==> src/hdl/assert_macros.svh <==
// Assertion helpers, clocked on aclk and quiet while aresetn is low.
`ifndef ASSERT_MACROS_SVH
`define ASSERT_MACROS_SVH

// Same-cycle implication.
`define ASSERT_IMPL(label, ante, cons) \
    label: assert property (@(posedge aclk) disable iff (!aresetn) (ante) |-> (cons)) \
        else $error("assertion failed: same-cycle implication");

// Next-cycle implication.
`define ASSERT_NEXT(label, ante, cons) \
    label: assert property (@(posedge aclk) disable iff (!aresetn) (ante) |=> (cons)) \
        else $error("assertion failed: next-cycle implication");

`endif

==> src/hdl/sld_pkg.sv <==
`default_nettype none

package sld_pkg;

    localparam int BUF_DEPTH      = 64;
    localparam int FRAME_OVERHEAD = 7;
    localparam int PTR_W          = $clog2(BUF_DEPTH);
    localparam int CNT_W          = $clog2(BUF_DEPTH + 1);
    localparam int PLEN_W         = 6;
    localparam int PIDX_W         = 6;

    localparam logic [7:0] SYNC1 = 8'h55;
    localparam logic [7:0] SYNC2 = 8'hAA;

    // Byte offsets inside a frame
    localparam int IDX_SYNC1   = 0;
    localparam int IDX_SYNC2   = 1;
    localparam int IDX_VERSION = 2;
    localparam int IDX_COMMAND = 3;
    localparam int IDX_LEN_HI  = 4;
    localparam int IDX_LEN_LO  = 5;
    localparam int IDX_PAYLOAD = 6;

    typedef logic [7:0]        byte_t;
    typedef logic [PTR_W-1:0]  ptr_t;
    typedef logic [CNT_W-1:0]  cnt_t;
    typedef logic [PLEN_W-1:0] plen_t;
    typedef logic [PIDX_W-1:0] pidx_t;

    // Controller to datapath
    typedef struct packed {
        logic wr_en;      // append the accepted word
        logic idx_load;   // set frame offset
        cnt_t idx_val;
        logic idx_inc;
        logic drop_one;   // discard the front byte
        logic drop_frame; // discard the whole declared frame
        logic hi_load;
        logic plen_load;
        logic sum_clr;
        logic sum_add;
        logic ver_load;
        logic cmd_load;
        logic out_load;
    } ctl_t;

    // Datapath to controller
    typedef struct packed {
        logic cnt_short;
        logic is_sync1;
        logic is_sync2;
        logic oversize;
        logic incomplete;
        logic at_check;
        logic sum_match;
        logic pay_last;
        logic out_free;
    } sts_t;

endpackage

`default_nettype wire

==> src/hdl/sld_ctrl.sv <==
`default_nettype none

module sld_ctrl (
    input  wire logic          aclk,
    input  wire logic          aresetn,
    input  wire logic          s_valid,
    output logic               s_ready,
    input  wire sld_pkg::sts_t sts,
    output sld_pkg::ctl_t      ctl
);
    import sld_pkg::*;

    localparam logic [4:0] ST_IDLE  = 5'd0;
    localparam logic [4:0] ST_CHECK = 5'd1;
    localparam logic [4:0] ST_F0W   = 5'd2;
    localparam logic [4:0] ST_F0    = 5'd3;
    localparam logic [4:0] ST_F1W   = 5'd4;
    localparam logic [4:0] ST_F1    = 5'd5;
    localparam logic [4:0] ST_F4W   = 5'd6;
    localparam logic [4:0] ST_F4    = 5'd7;
    localparam logic [4:0] ST_F5W   = 5'd8;
    localparam logic [4:0] ST_F5    = 5'd9;
    localparam logic [4:0] ST_SUMW  = 5'd10;
    localparam logic [4:0] ST_SUM   = 5'd11;
    localparam logic [4:0] ST_VW    = 5'd12;
    localparam logic [4:0] ST_V     = 5'd13;
    localparam logic [4:0] ST_CW    = 5'd14;
    localparam logic [4:0] ST_C     = 5'd15;
    localparam logic [4:0] ST_PW    = 5'd16;
    localparam logic [4:0] ST_P     = 5'd17;

    logic [4:0] state_reg;
    logic [4:0] state_next;

    always_ff @(posedge aclk) begin
        if (!aresetn) begin
            state_reg <= ST_IDLE;
        end else begin
            state_reg <= state_next;
        end
    end

    always_comb begin
        ctl        = '0;
        s_ready    = 1'b0;
        state_next = state_reg;
        case (state_reg)
            ST_IDLE: begin
                s_ready = 1'b1;
                if (s_valid) begin
                    ctl.wr_en  = 1'b1;
                    state_next = ST_CHECK;
                end
            end
            ST_CHECK: begin
                if (sts.cnt_short) begin
                    state_next = ST_IDLE;
                end else begin
                    ctl.idx_load = 1'b1;
                    ctl.idx_val  = CNT_W'(IDX_SYNC1);
                    state_next   = ST_F0W;
                end
            end
            ST_F0W: state_next = ST_F0;
            ST_F0: begin
                if (!sts.is_sync1) begin
                    ctl.drop_one = 1'b1;
                    state_next   = ST_CHECK;
                end else begin
                    ctl.idx_load = 1'b1;
                    ctl.idx_val  = CNT_W'(IDX_SYNC2);
                    state_next   = ST_F1W;
                end
            end
            ST_F1W: state_next = ST_F1;
            ST_F1: begin
                if (!sts.is_sync2) begin
                    ctl.drop_one = 1'b1;
                    state_next   = ST_CHECK;
                end else begin
                    ctl.idx_load = 1'b1;
                    ctl.idx_val  = CNT_W'(IDX_LEN_HI);
                    state_next   = ST_F4W;
                end
            end
            ST_F4W: state_next = ST_F4;
            ST_F4: begin
                ctl.hi_load  = 1'b1;
                ctl.idx_load = 1'b1;
                ctl.idx_val  = CNT_W'(IDX_LEN_LO);
                state_next   = ST_F5W;
            end
            ST_F5W: state_next = ST_F5;
            ST_F5: begin
                if (sts.oversize) begin
                    ctl.drop_one = 1'b1;
                    state_next   = ST_CHECK;
                end else if (sts.incomplete) begin
                    // wait for more words
                    state_next = ST_IDLE;
                end else begin
                    ctl.plen_load = 1'b1;
                    ctl.sum_clr   = 1'b1;
                    ctl.idx_load  = 1'b1;
                    ctl.idx_val   = CNT_W'(IDX_SYNC1);
                    state_next    = ST_SUMW;
                end
            end
            ST_SUMW: begin
                ctl.idx_inc = 1'b1;
                state_next  = ST_SUM;
            end
            ST_SUM: begin
                if (sts.at_check) begin
                    if (sts.sum_match) begin
                        ctl.idx_load = 1'b1;
                        ctl.idx_val  = CNT_W'(IDX_VERSION);
                        state_next   = ST_VW;
                    end else begin
                        ctl.drop_frame = 1'b1;
                        state_next     = ST_CHECK;
                    end
                end else begin
                    ctl.sum_add = 1'b1;
                    ctl.idx_inc = 1'b1;
                end
            end
            ST_VW: state_next = ST_V;
            ST_V: begin
                ctl.ver_load = 1'b1;
                ctl.idx_load = 1'b1;
                ctl.idx_val  = CNT_W'(IDX_COMMAND);
                state_next   = ST_CW;
            end
            ST_CW: state_next = ST_C;
            ST_C: begin
                ctl.cmd_load = 1'b1;
                ctl.idx_load = 1'b1;
                ctl.idx_val  = CNT_W'(IDX_PAYLOAD);
                state_next   = ST_PW;
            end
            ST_PW: state_next = ST_P;
            ST_P: begin
                // hold until the output register is free
                if (sts.out_free) begin
                    ctl.out_load = 1'b1;
                    if (sts.pay_last) begin
                        ctl.drop_frame = 1'b1;
                        state_next     = ST_CHECK;
                    end else begin
                        ctl.idx_inc = 1'b1;
                        state_next  = ST_PW;
                    end
                end
            end
            default: state_next = ST_IDLE;
        endcase
    end

endmodule

`default_nettype wire

==> src/hdl/sld_dp.sv <==
`default_nettype none

module sld_dp (
    input  wire logic           aclk,
    input  wire logic           aresetn,
    input  wire sld_pkg::byte_t s_rx_byte,
    output logic                m_valid,
    input  wire logic           m_ready,
    output sld_pkg::byte_t      m_frame_version,
    output sld_pkg::byte_t      m_frame_command,
    output sld_pkg::plen_t      m_payload_length,
    output logic                m_has_payload,
    output sld_pkg::byte_t      m_payload_byte,
    output sld_pkg::pidx_t      m_payload_index,
    output logic                m_last,
    input  wire sld_pkg::ctl_t  ctl,
    output sld_pkg::sts_t       sts
);
    import sld_pkg::*;

    // Circular store: head plus offset, folded back once into range
    function automatic ptr_t wrap_add(input ptr_t base, input cnt_t off);
        logic [CNT_W:0] s;
        s = (CNT_W+1)'(base) + (CNT_W+1)'(off);
        if (s >= (CNT_W+1)'(BUF_DEPTH)) begin
            s = s - (CNT_W+1)'(BUF_DEPTH);
        end
        return ptr_t'(s);
    endfunction

    byte_t mem [BUF_DEPTH];

    ptr_t  head_reg;
    cnt_t  count_reg;
    logic  m_valid_reg;
    cnt_t  idx_reg;
    byte_t rdata_reg;
    logic  hi_nz_reg;
    plen_t plen_reg;
    byte_t sum_reg;
    byte_t ver_reg;
    byte_t cmd_reg;

    byte_t out_ver_reg;
    byte_t out_cmd_reg;
    plen_t out_plen_reg;
    logic  out_has_reg;
    byte_t out_byte_reg;
    pidx_t out_idx_reg;
    logic  out_last_reg;

    ptr_t  tail;
    ptr_t  rd_addr;
    cnt_t  total;
    logic  has_pay;
    logic  store_full;

    assign tail       = wrap_add(head_reg, count_reg);
    assign rd_addr    = wrap_add(head_reg, idx_reg);
    assign total      = CNT_W'(plen_reg) + CNT_W'(FRAME_OVERHEAD);
    assign has_pay    = (plen_reg != '0);
    assign store_full = (count_reg == CNT_W'(BUF_DEPTH));

    always_comb begin
        sts.cnt_short  = (count_reg < CNT_W'(FRAME_OVERHEAD));
        sts.is_sync1   = (rdata_reg == SYNC1);
        sts.is_sync2   = (rdata_reg == SYNC2);
        sts.oversize   = hi_nz_reg || (rdata_reg > 8'(BUF_DEPTH - FRAME_OVERHEAD));
        sts.incomplete = ({1'b0, rdata_reg} + 9'(FRAME_OVERHEAD)) > 9'(count_reg);
        // rdata holds the byte one behind idx while summing
        sts.at_check   = (idx_reg == total);
        sts.sum_match  = (sum_reg == rdata_reg);
        sts.pay_last   = !has_pay || (idx_reg == total - CNT_W'(2));
        sts.out_free   = !m_valid_reg || m_ready;
    end

    // Store and its read port
    always_ff @(posedge aclk) begin
        if (ctl.wr_en && !store_full) begin
            mem[tail] <= s_rx_byte;
        end
        rdata_reg <= mem[rd_addr];
    end

    // Control state
    always_ff @(posedge aclk) begin
        if (!aresetn) begin
            head_reg    <= '0;
            count_reg   <= '0;
            m_valid_reg <= 1'b0;
        end else begin
            if (ctl.wr_en && !store_full) begin
                count_reg <= count_reg + CNT_W'(1);
            end else if (ctl.drop_one) begin
                head_reg  <= wrap_add(head_reg, CNT_W'(1));
                count_reg <= count_reg - CNT_W'(1);
            end else if (ctl.drop_frame) begin
                head_reg  <= wrap_add(head_reg, total);
                count_reg <= count_reg - total;
            end
            if (ctl.out_load) begin
                m_valid_reg <= 1'b1;
            end else if (m_ready) begin
                m_valid_reg <= 1'b0;
            end
        end
    end

    // Scan registers
    always_ff @(posedge aclk) begin
        if (ctl.idx_load) begin
            idx_reg <= ctl.idx_val;
        end else if (ctl.idx_inc) begin
            idx_reg <= idx_reg + CNT_W'(1);
        end
        if (ctl.hi_load) begin
            hi_nz_reg <= (rdata_reg != '0);
        end
        if (ctl.plen_load) begin
            plen_reg <= rdata_reg[PLEN_W-1:0];
        end
        if (ctl.sum_clr) begin
            sum_reg <= '0;
        end else if (ctl.sum_add) begin
            sum_reg <= sum_reg + rdata_reg;
        end
        if (ctl.ver_load) begin
            ver_reg <= rdata_reg;
        end
        if (ctl.cmd_load) begin
            cmd_reg <= rdata_reg;
        end
    end

    // Output register
    always_ff @(posedge aclk) begin
        if (ctl.out_load) begin
            out_ver_reg  <= ver_reg;
            out_cmd_reg  <= cmd_reg;
            out_plen_reg <= plen_reg;
            out_has_reg  <= has_pay;
            out_byte_reg <= has_pay ? rdata_reg : '0;
            out_idx_reg  <= has_pay ? PIDX_W'(idx_reg - CNT_W'(IDX_PAYLOAD)) : '0;
            out_last_reg <= sts.pay_last;
        end
    end

    assign m_valid          = m_valid_reg;
    assign m_frame_version  = out_ver_reg;
    assign m_frame_command  = out_cmd_reg;
    assign m_payload_length = out_plen_reg;
    assign m_has_payload    = out_has_reg;
    assign m_payload_byte   = out_byte_reg;
    assign m_payload_index  = out_idx_reg;
    assign m_last           = out_last_reg;

endmodule

`default_nettype wire

==> src/hdl/sync_length_sum8_deframer_unit.sv <==
// Channel   Dir  Handshake          Word
// s_        in   s_valid/s_ready    s_rx_byte
// m_        out  m_valid/m_ready    version, command, length, payload byte, index, last
//
// A received word is appended in IDLE and the store size is tested in CHECK. Each byte dropped at
// the front sends the scan back to CHECK; a frame goes through its header tests (the scan ends
// there while it is incomplete), then its checksum, then its results when it is good, and then
// the front is retested, all through the single registered read port of the 64-byte store.
// s_ready is high only between scans. aresetn is synchronous, active low, and empties the store.
// A stalled m_ready holds the scan at the next result.
`default_nettype none

module sync_length_sum8_deframer_unit (
    input  wire logic           aclk,
    input  wire logic           aresetn,
    input  wire logic           s_valid,
    output logic                s_ready,
    input  wire sld_pkg::byte_t s_rx_byte,
    output logic                m_valid,
    input  wire logic           m_ready,
    output sld_pkg::byte_t      m_frame_version,
    output sld_pkg::byte_t      m_frame_command,
    output sld_pkg::plen_t      m_payload_length,
    output logic                m_has_payload,
    output sld_pkg::byte_t      m_payload_byte,
    output sld_pkg::pidx_t      m_payload_index,
    output logic                m_last
);
    import sld_pkg::*;

    `include "assert_macros.svh"

    ctl_t ctl;
    sts_t sts;

    sld_ctrl u_ctrl (
        .aclk    (aclk),
        .aresetn (aresetn),
        .s_valid (s_valid),
        .s_ready (s_ready),
        .sts     (sts),
        .ctl     (ctl)
    );

    sld_dp u_dp (
        .aclk             (aclk),
        .aresetn          (aresetn),
        .s_rx_byte        (s_rx_byte),
        .m_valid          (m_valid),
        .m_ready          (m_ready),
        .m_frame_version  (m_frame_version),
        .m_frame_command  (m_frame_command),
        .m_payload_length (m_payload_length),
        .m_has_payload    (m_has_payload),
        .m_payload_byte   (m_payload_byte),
        .m_payload_index  (m_payload_index),
        .m_last           (m_last),
        .ctl              (ctl),
        .sts              (sts)
    );

    `ASSERT_IMPL(a_no_emit_while_ready, s_ready, !ctl.out_load)
    `ASSERT_IMPL(a_load_only_when_free, ctl.out_load, sts.out_free)
    `ASSERT_NEXT(a_busy_after_word, s_valid && s_ready, !s_ready)
    `ASSERT_IMPL(a_single_drop_kind, ctl.drop_one, !ctl.drop_frame && !ctl.wr_en)

endmodule

`default_nettype wire

==> config.mk <==
export PLATFORM = sky130hd
export DESIGN_NAME = sync_length_sum8_deframer_unit
export DESIGN_NICKNAME = d
export VERILOG_FILES = /design/src/hdl/sld_pkg.sv /design/src/hdl/sld_ctrl.sv /design/src/hdl/sld_dp.sv /design/src/hdl/sync_length_sum8_deframer_unit.sv
export VERILOG_INCLUDE_DIRS = /design/src /design/src/hdl
export SDC_FILE = /design/constraint.sdc
export NUM_CORES = 1
export LEC_CHECK = 0
export ABC_AREA = 0
export BUFFER_PORTS_ARGS = -buffer_cell sky130_fd_sc_hd__buf_4
export CAP_MARGIN = 20
export CORE_MARGIN = 5
export CORE_UTILIZATION = 50
export CTS_BUF_LIST = sky130_fd_sc_hd__clkbuf_16
export DETAILED_ROUTE_END_ITERATION = 8
export GPL_TIMING_DRIVEN = 0
export PLACE_DENSITY = 0.7
export SYNTH_ARGS = -nofsm -noshare
export SYNTH_HDL_FRONTEND = slang
export SYNTH_SLANG_ARGS = --single-unit
==> constraint.sdc <==
create_clock -name aclk -period 4.8 [get_ports aclk]
set_clock_uncertainty 0.05 [all_clocks]
set_input_delay 1.44 -clock aclk [delete_from_list [all_inputs] [get_ports aclk]]
set_output_delay 1.44 -clock aclk [all_outputs]
set_load 0.005 [all_outputs]
# --- Yosys cells after proc, flatten, opt, wreduce, memory -nomap -nowiden ---
# Memories as Yosys holds them, arrays and structs flattened. A register that Yosys moved wholly into a read port is not among the register bits.
# Index checks and enable logic that the tools add are counted.
word_totals:
  out_inout_bits: 40
  mem_bits_rw: 512
  register_bits: 95
  wordCells: 144
  n_memories: 1
mem_list:
  columns: ["name", "words", "word_bits", "read_ports", "rd_clocked_by_memory_dff", "write_ports", "line_no", "rtl"]
  rows:
  - ["u_dp.mem", 64, 8, 1, 1, 1, "sld_dp.sv:31", "byte_t mem [BUF_DEPTH];"]
op_classes:
  mux: 59
  n_reduce_logical: 16
  n_lt_le_gt_ge: 7
  n_bitwise: 1
  n_eq_ne: 26
  addsub: 17
ops:
  columns: ["operator", "count"]
  rows:
  - ["$pmux W5 S18", 1]
  - ["$pmux W8 S8", 1]
  - ["$mux W8", 7]
  - ["$eq A5 B4 Y1 const B", 8]
  - ["$mux W6", 6]
  - ["$mux W7", 5]
  - ["$add A6 B7 Y8", 3]
  - ["$ge A8 B7 Y1 const B", 3]
  - ["$sub A6 B1 Y6 const B", 4]
  - ["$mux W1", 23]
  - ["$eq A5 B3 Y1 const B", 4]
  - ["$mux W5", 4]
  - ["$add A7 B1 Y7 const B", 2]
  - ["$eq A7 B7 Y1", 2]
  - ["$mux W4", 3]
  - ["$eq A5 B2 Y1 const B", 2]
  - ["$eq A5 B5 Y1 const B", 2]
  - ["$add A8 B3 Y9 const B", 1]
  - ["$gt A9 B7 Y1", 1]
  - ["$add A8 B8 Y8", 1]
  - ["$eq A8 B7 Y1 const B", 1]
  - ["$eq A8 B8 Y1", 1]
  - ["$eq A8 B8 Y1 const B", 1]
  - ["$gt A8 B6 Y1 const B", 1]
  - ["other kinds (26)", 39]

# --- Depth between registers and ports, before layout ---
depth:
  word_depth: 10
  ltp_mapped: 21
  ltp_nobuf: 21

# --- Cells and area by module ---
# From an unflattened synthesis, not the netlist that was laid out.
unflattened:
  hier_cells: 1421
  area_unflattened_um2: 25906.1
by_module_without_submodules:
  columns: ["module", "cells_per_inst", "area_per_inst_um2", "n_inst", "seq_area_each_um2"]
  rows:
  - ["sld_dp", 1325, 25278.0, 1, 18017.3]
  - ["sld_ctrl", 96, 628.1, 1, 100.1]

# --- Least setup slack after synthesis ---
# No wires, ideal clock.
synth_path:
  path_type: "register -> register"
  start: "register u_dp.rdata_reg[1] (read register of u_dp.mem)"
  end: "register u_dp.count_reg[6]"
  path_stages_with_launch: 18
  path_buffers: 0
  setup_slack_ps: 846
  arrival_time_ps: 3769
  setup_time_ps: 135
  path_cell_list: "dfxtp_1 -> inv_1 -> ha_1 -> o21bai_1 -> a2111oi_2 -> o22ai_2 -> or3_1 -> ha_1 -> and2_1 -> fa_1 -> a21o_1 -> a21oi_1 -> o21bai_1 -> a21o_1 -> nor3b_1 -> mux2i_1 -> o311a_1 -> o311ai_2"
synth_between:
  elab_chain_cells: 6
  elab_cells_between_ends: 15
  classes_between: "order compare: 1; eq/ne: 3; mux: 9; reduce/logical: 2"
synth_rtl:
  columns: ["element", "line_no", "rtl"]
  rows:
  - ["start: declaration", "sld_dp.sv:37", "byte_t rdata_reg;"]
  - ["$gt A8 B6 Y1", "sld_dp.sv:68", "sts.oversize = hi_nz_reg || (rdata_reg > 8'(BUF_DEPTH - FRAME_OVERHEAD));"]
  - ["$logic_or A1 B1 Y1", "sld_dp.sv:68", null]
  - ["$mux W1", "sld_ctrl.sv:95", "if (sts.oversize) begin"]
  - ["$pmux W1 S3", "sld_ctrl.sv:47", "case (state_reg)"]
  - ["$mux W7", "sld_dp.sv:94", "end else if (ctl.drop_one) begin"]
  - ["$mux W7", "sld_dp.sv:92", "if (ctl.wr_en && !store_full) begin"]
  - ["end signal: assignment", "sld_dp.sv:93", "count_reg <= count_reg + CNT_W'(1);"]
  - ["end signal: assignment", "sld_dp.sv:96", "count_reg <= count_reg - CNT_W'(1);"]
  - ["end signal: assignment", "sld_dp.sv:99", "count_reg <= count_reg - total;"]
  - ["end: declaration", "sld_dp.sv:34", "cnt_t count_reg;"]
# Parallel ways exist; a longest one is shown, timed or not.
# A chain may end at the register's enable or synchronous reset.

# --- Worst setup path after layout ---
layout_path:
  start: "register u_dp.idx_reg[0]"
  end: "register u_dp.rdata_reg[4] (read register of u_dp.mem)"
layout_between:
  elab_chain_cells: 3
  elab_cells_between_ends: 4
  classes_between: "add/sub: 2; order compare: 1; mux: 1"
layout_rtl:
  columns: ["element", "line_no", "rtl"]
  rows:
  - ["start: declaration", "sld_dp.sv:36", "cnt_t idx_reg;"]
  - ["start signal: assignment", "sld_dp.sv:112", "idx_reg <= ctl.idx_val;"]
  - ["start signal: assignment", "sld_dp.sv:114", "idx_reg <= idx_reg + CNT_W'(1);"]
  - ["$add A6 B7 Y8 (*)", "sld_dp.sv:24", "s = (CNT_W+1)'(base) + (CNT_W+1)'(off);"]
  - ["$ge A8 B7 Y1 / $sub A6 B1 Y6 (equally long branches)", "sld_dp.sv:25, sld_dp.sv:26", null]
  - ["$mux W6 (*)", "sld_dp.sv:25", "if (s >= (CNT_W+1)'(BUF_DEPTH)) begin"]
# Every way passes the cells marked *; elsewhere a longest branch is shown, timed or not.

==> key figures <==
Critical path
  • Required @ worst endpoint: 5.20 ns
  • Startpoint types: register
  • Critical path peak fanout: 10
  • Crit path kind: register to register
  • Data arrival, critical path: approximately 5.0 ns
  • Element type at the critical path end: register

Place
  • GP Congestion: 0.867
  • Port Buf Inserts: 51
  • Placed Area: ~27000 um^2
  • Dpl hpwl: 36000 um

Synth
  • Ys flop type: edfxtp_1
  • Syn_area_per_cell: between 15 and 20 um^2
  • Synth top area share: between 60 and 70%
  • Netlist cell types: 77
  • Mapped Nets: approximately 1500
  • Cells after synthesis: between 1000 and 1500
  • Post-synthesis cell area: roughly 26000 um^2
  • Post-synthesis sequential area ratio: a little over two thirds
  • Post-synth EDFFs: 580
  • Ys async rst share: 0%
  • Synth warn: 0
  • Number of synthesized register bits: about 620
  • Area contributors post-synth: edfxtp_1 (67%), mux4_2 (14%), dfxtp_1 (2.7%), ha_1 (2.0%), nor2_1 (1.9%)
  • Most frequent cell after synthesis: edfxtp_1
  • Post-synth top area cell: edfxtp_1
  • List of most frequent post-synthesis cells: edfxtp_1 (580), mux4_2 (160), nor2_1 (128)

Finish
  • Number of flip-flops under the largest register name: approximately 510
  • Diodes inserted: 0
  • Final #Nets: 1611
  • Post-layout instance area: roughly 29000 um^2
  • Final Util: approximately 57%
  • Share of cells above drive strength 1: between 20% and 30%
  • Area Growth Syn to Fin: 12.3%
  • Top reg by flops: u_dp.mem

Clocking
  • Setup Fix Bufs, Post-CTS: 0
  • CTS tree: done
  • H-tree depth: 2
  • Max clock buf depth: 3
  • # clock sinks: ~620
  • # hold bufs at CTS: 0
  • Worst-path clk slew: ~0.060 ns
  • Clock Latency Late Sink: about 0.64 ns
  • Num CTS Buffers: 61
  • Root Driver: clkbuf_16

Power and ir drop
  • Comb pwr share: between 10% and 20%
  • Net switching power: approximately 0.0033 W
  • Switching portion of total power: approximately a quarter
  • Share of power burned in the clock network: 35.3%
  • Pwr dens: approximately 440 nW/um^2
  • Sequential power share: between 40% and 50%
  • Leakage: around 9.6 nW
  • Cell internal pwr: 0.00942 W
  • Maximum vdd ir drop: about 340 uV

STA
  • Least-Margin Pin Slew: ~1.1 ns
  • RSZ-0062 raised after global routing: false
  • Final setup violation count: 0
  • Fmax: ~220 MHz
  • Relative slew slack: about a quarter
  • Tmin final: roughly 4.6 ns
  • Fin. Hold Viols: 0
  • Final worst-path cycle share: 95.8%
  • Slew Viols, Final: 0

Die
  • Die Ht: 238 um
  • Starting Density: between 50% and 60%
  • Die Span X: between 200 and 250 um
  • CORE AREA: between 50000 and 60000 um^2
  • Ports: 52
  • Die ar.: ~57000 um^2
  • # rows: 83

Worst hold path
  • Hold WC Path Type: register to register

Job
  • Max Cap Violations: 0

Global route
  • Gr usage total: between 10% and 20%
  • Final global-route overflow total: 0
  • Antenna violations before repair: 0
  • Largest net degree at the start of global routing: between 60 and 70
  • Vias in the first global route: between 10000 and 15000
  • First-pass GRT wire length: about 85000 um

Drt
  • Drt drc: 0
  • Via count: ~14000
  • Routed Wire Length: around 56000 um
  • DRT iter0 DRCs: around 1400
  • WL/cell: between 20 and 25 um
  • Routed Antenna Nets: 0
  • Post-DR vias/cell: 5.96
  • First drt pass iteration count: 6

Status
  • Outcome: finished clean
cell type report:
class	instances	area [um^2]
Clock inverter	51	383
Timing Repair Buffer	52	410
Tap cell	680	851
Sequential cell	615	18100
Inverter	33	124
Clock buffer	61	1530
Multi-Input combinational cell	727	7420
Buffer	62	285
Fill cell	3928	22200
worst max-delay path: stages, from the launching register on:
cell and delay (ns):
edfxtp_1 0.53, ha_1 0.30, fa_1 0.59, clkbuf_1 0.56, clkbuf_2 0.47, clkbuf_1 0.66, mux4_2 0.44, mux4_2 0.54
mux2i_1 0.21, a21oi_1 0.10
cells by family (layout without fill, tap and decap cells):
logic type                 count (synthesis)  count (layout)  synth area share, %
xor gates and xnor gates                  57              57                 2.17
muxes                                    181             181                 14.7
DFF                                      615             615                 69.9
buffers and inverters                     95             259                 1.56
AOI/OAI and AO/OA                        132             132                 3.38
and+or+nand+nor                          309             309                 5.83
adders and majority gates                 48              48                 2.45
per-layer routing:
metal	up-vias	GRT usage, %	share of wire (%)	wire length [um]
met2	568	31.9	48	27200
met3	92	3.60	8.0	4490
li1	5983	-	-	-
met4	0	5.47	2.5	1400
met1	6943	28.8	41	23400
met5	-	0	0	0
stage by stage:
stage               hold WS [ns]  total power, W  setup TNS, ns  setup slack (ns)  cells
floorplan                  0.350         0.00764              0             0.846   1437
detailed placement         0.355         0.00832        -0.0729           -0.0220   2169
CTS                        0.369          0.0128              0             0.104   2281
global route               0.376          0.0132              0            0.0418   2281
finish                     0.366          0.0127              0             0.204   2281
global placement           0.357         0.00828              0            0.0715   2168
power groups by stage:
stage	Combinational, W	Sequential, W	Clock, W
3_5_place_dp	0.00199	0.00634	0
6_report	0.00200	0.00623	0.00448
5_1_grt	0.00217	0.00624	0.00479
2_1_floorplan	0.00140	0.00625	0
4_1_cts	0.00200	0.00622	0.00456
3_3_place_gp	0.00195	0.00633	0
timing repair:
action	in CTS	in global routing
endpoints found under the setup margin	5	6
pin swaps	0	0
cloned	0	0
resized for setup	2	5
final timing paths:
kind,startpoint,endpoint,slack [ns],cells past startpoint
max,u_dp.idx_reg[0],u_dp.rdata_reg[4],0.20,9
min reg2reg,u_dp.ver_reg[3],u_dp.m_frame_version[3],0.37,0
min,u_dp.ver_reg[3],u_dp.m_frame_version[3],0.37,0
max reg2reg,u_dp.idx_reg[0],u_dp.rdata_reg[4],0.20,9
cell usage in the layout (no fill, tap or decap), types with 6 or more instances in the layout:
cell type  instances
nor2b_1           16
clkinv_1          19
xnor2_1           36
nand2b_1          10
ha_1              42
a21o_1            12
mux2i_1           20
edfxtp_1         580
and2_1             8
inv_1             47
nand3_1           16
dfxtp_1           35
buf_1              6
mux4_2           160
nand2_1           55
clkbuf_1          31
nor2_1           127
a211oi_1          11
nand4_1           10
clkbuf_16         61
o21bai_1           6
nor3_1            23
buf_4             52
clkinv_2           7
and3_1             7
o21ai_0           18
buf_2             18
a21oi_1           51
xor2_1            17
Note: power is estimated with default switching activity, not from simulation.
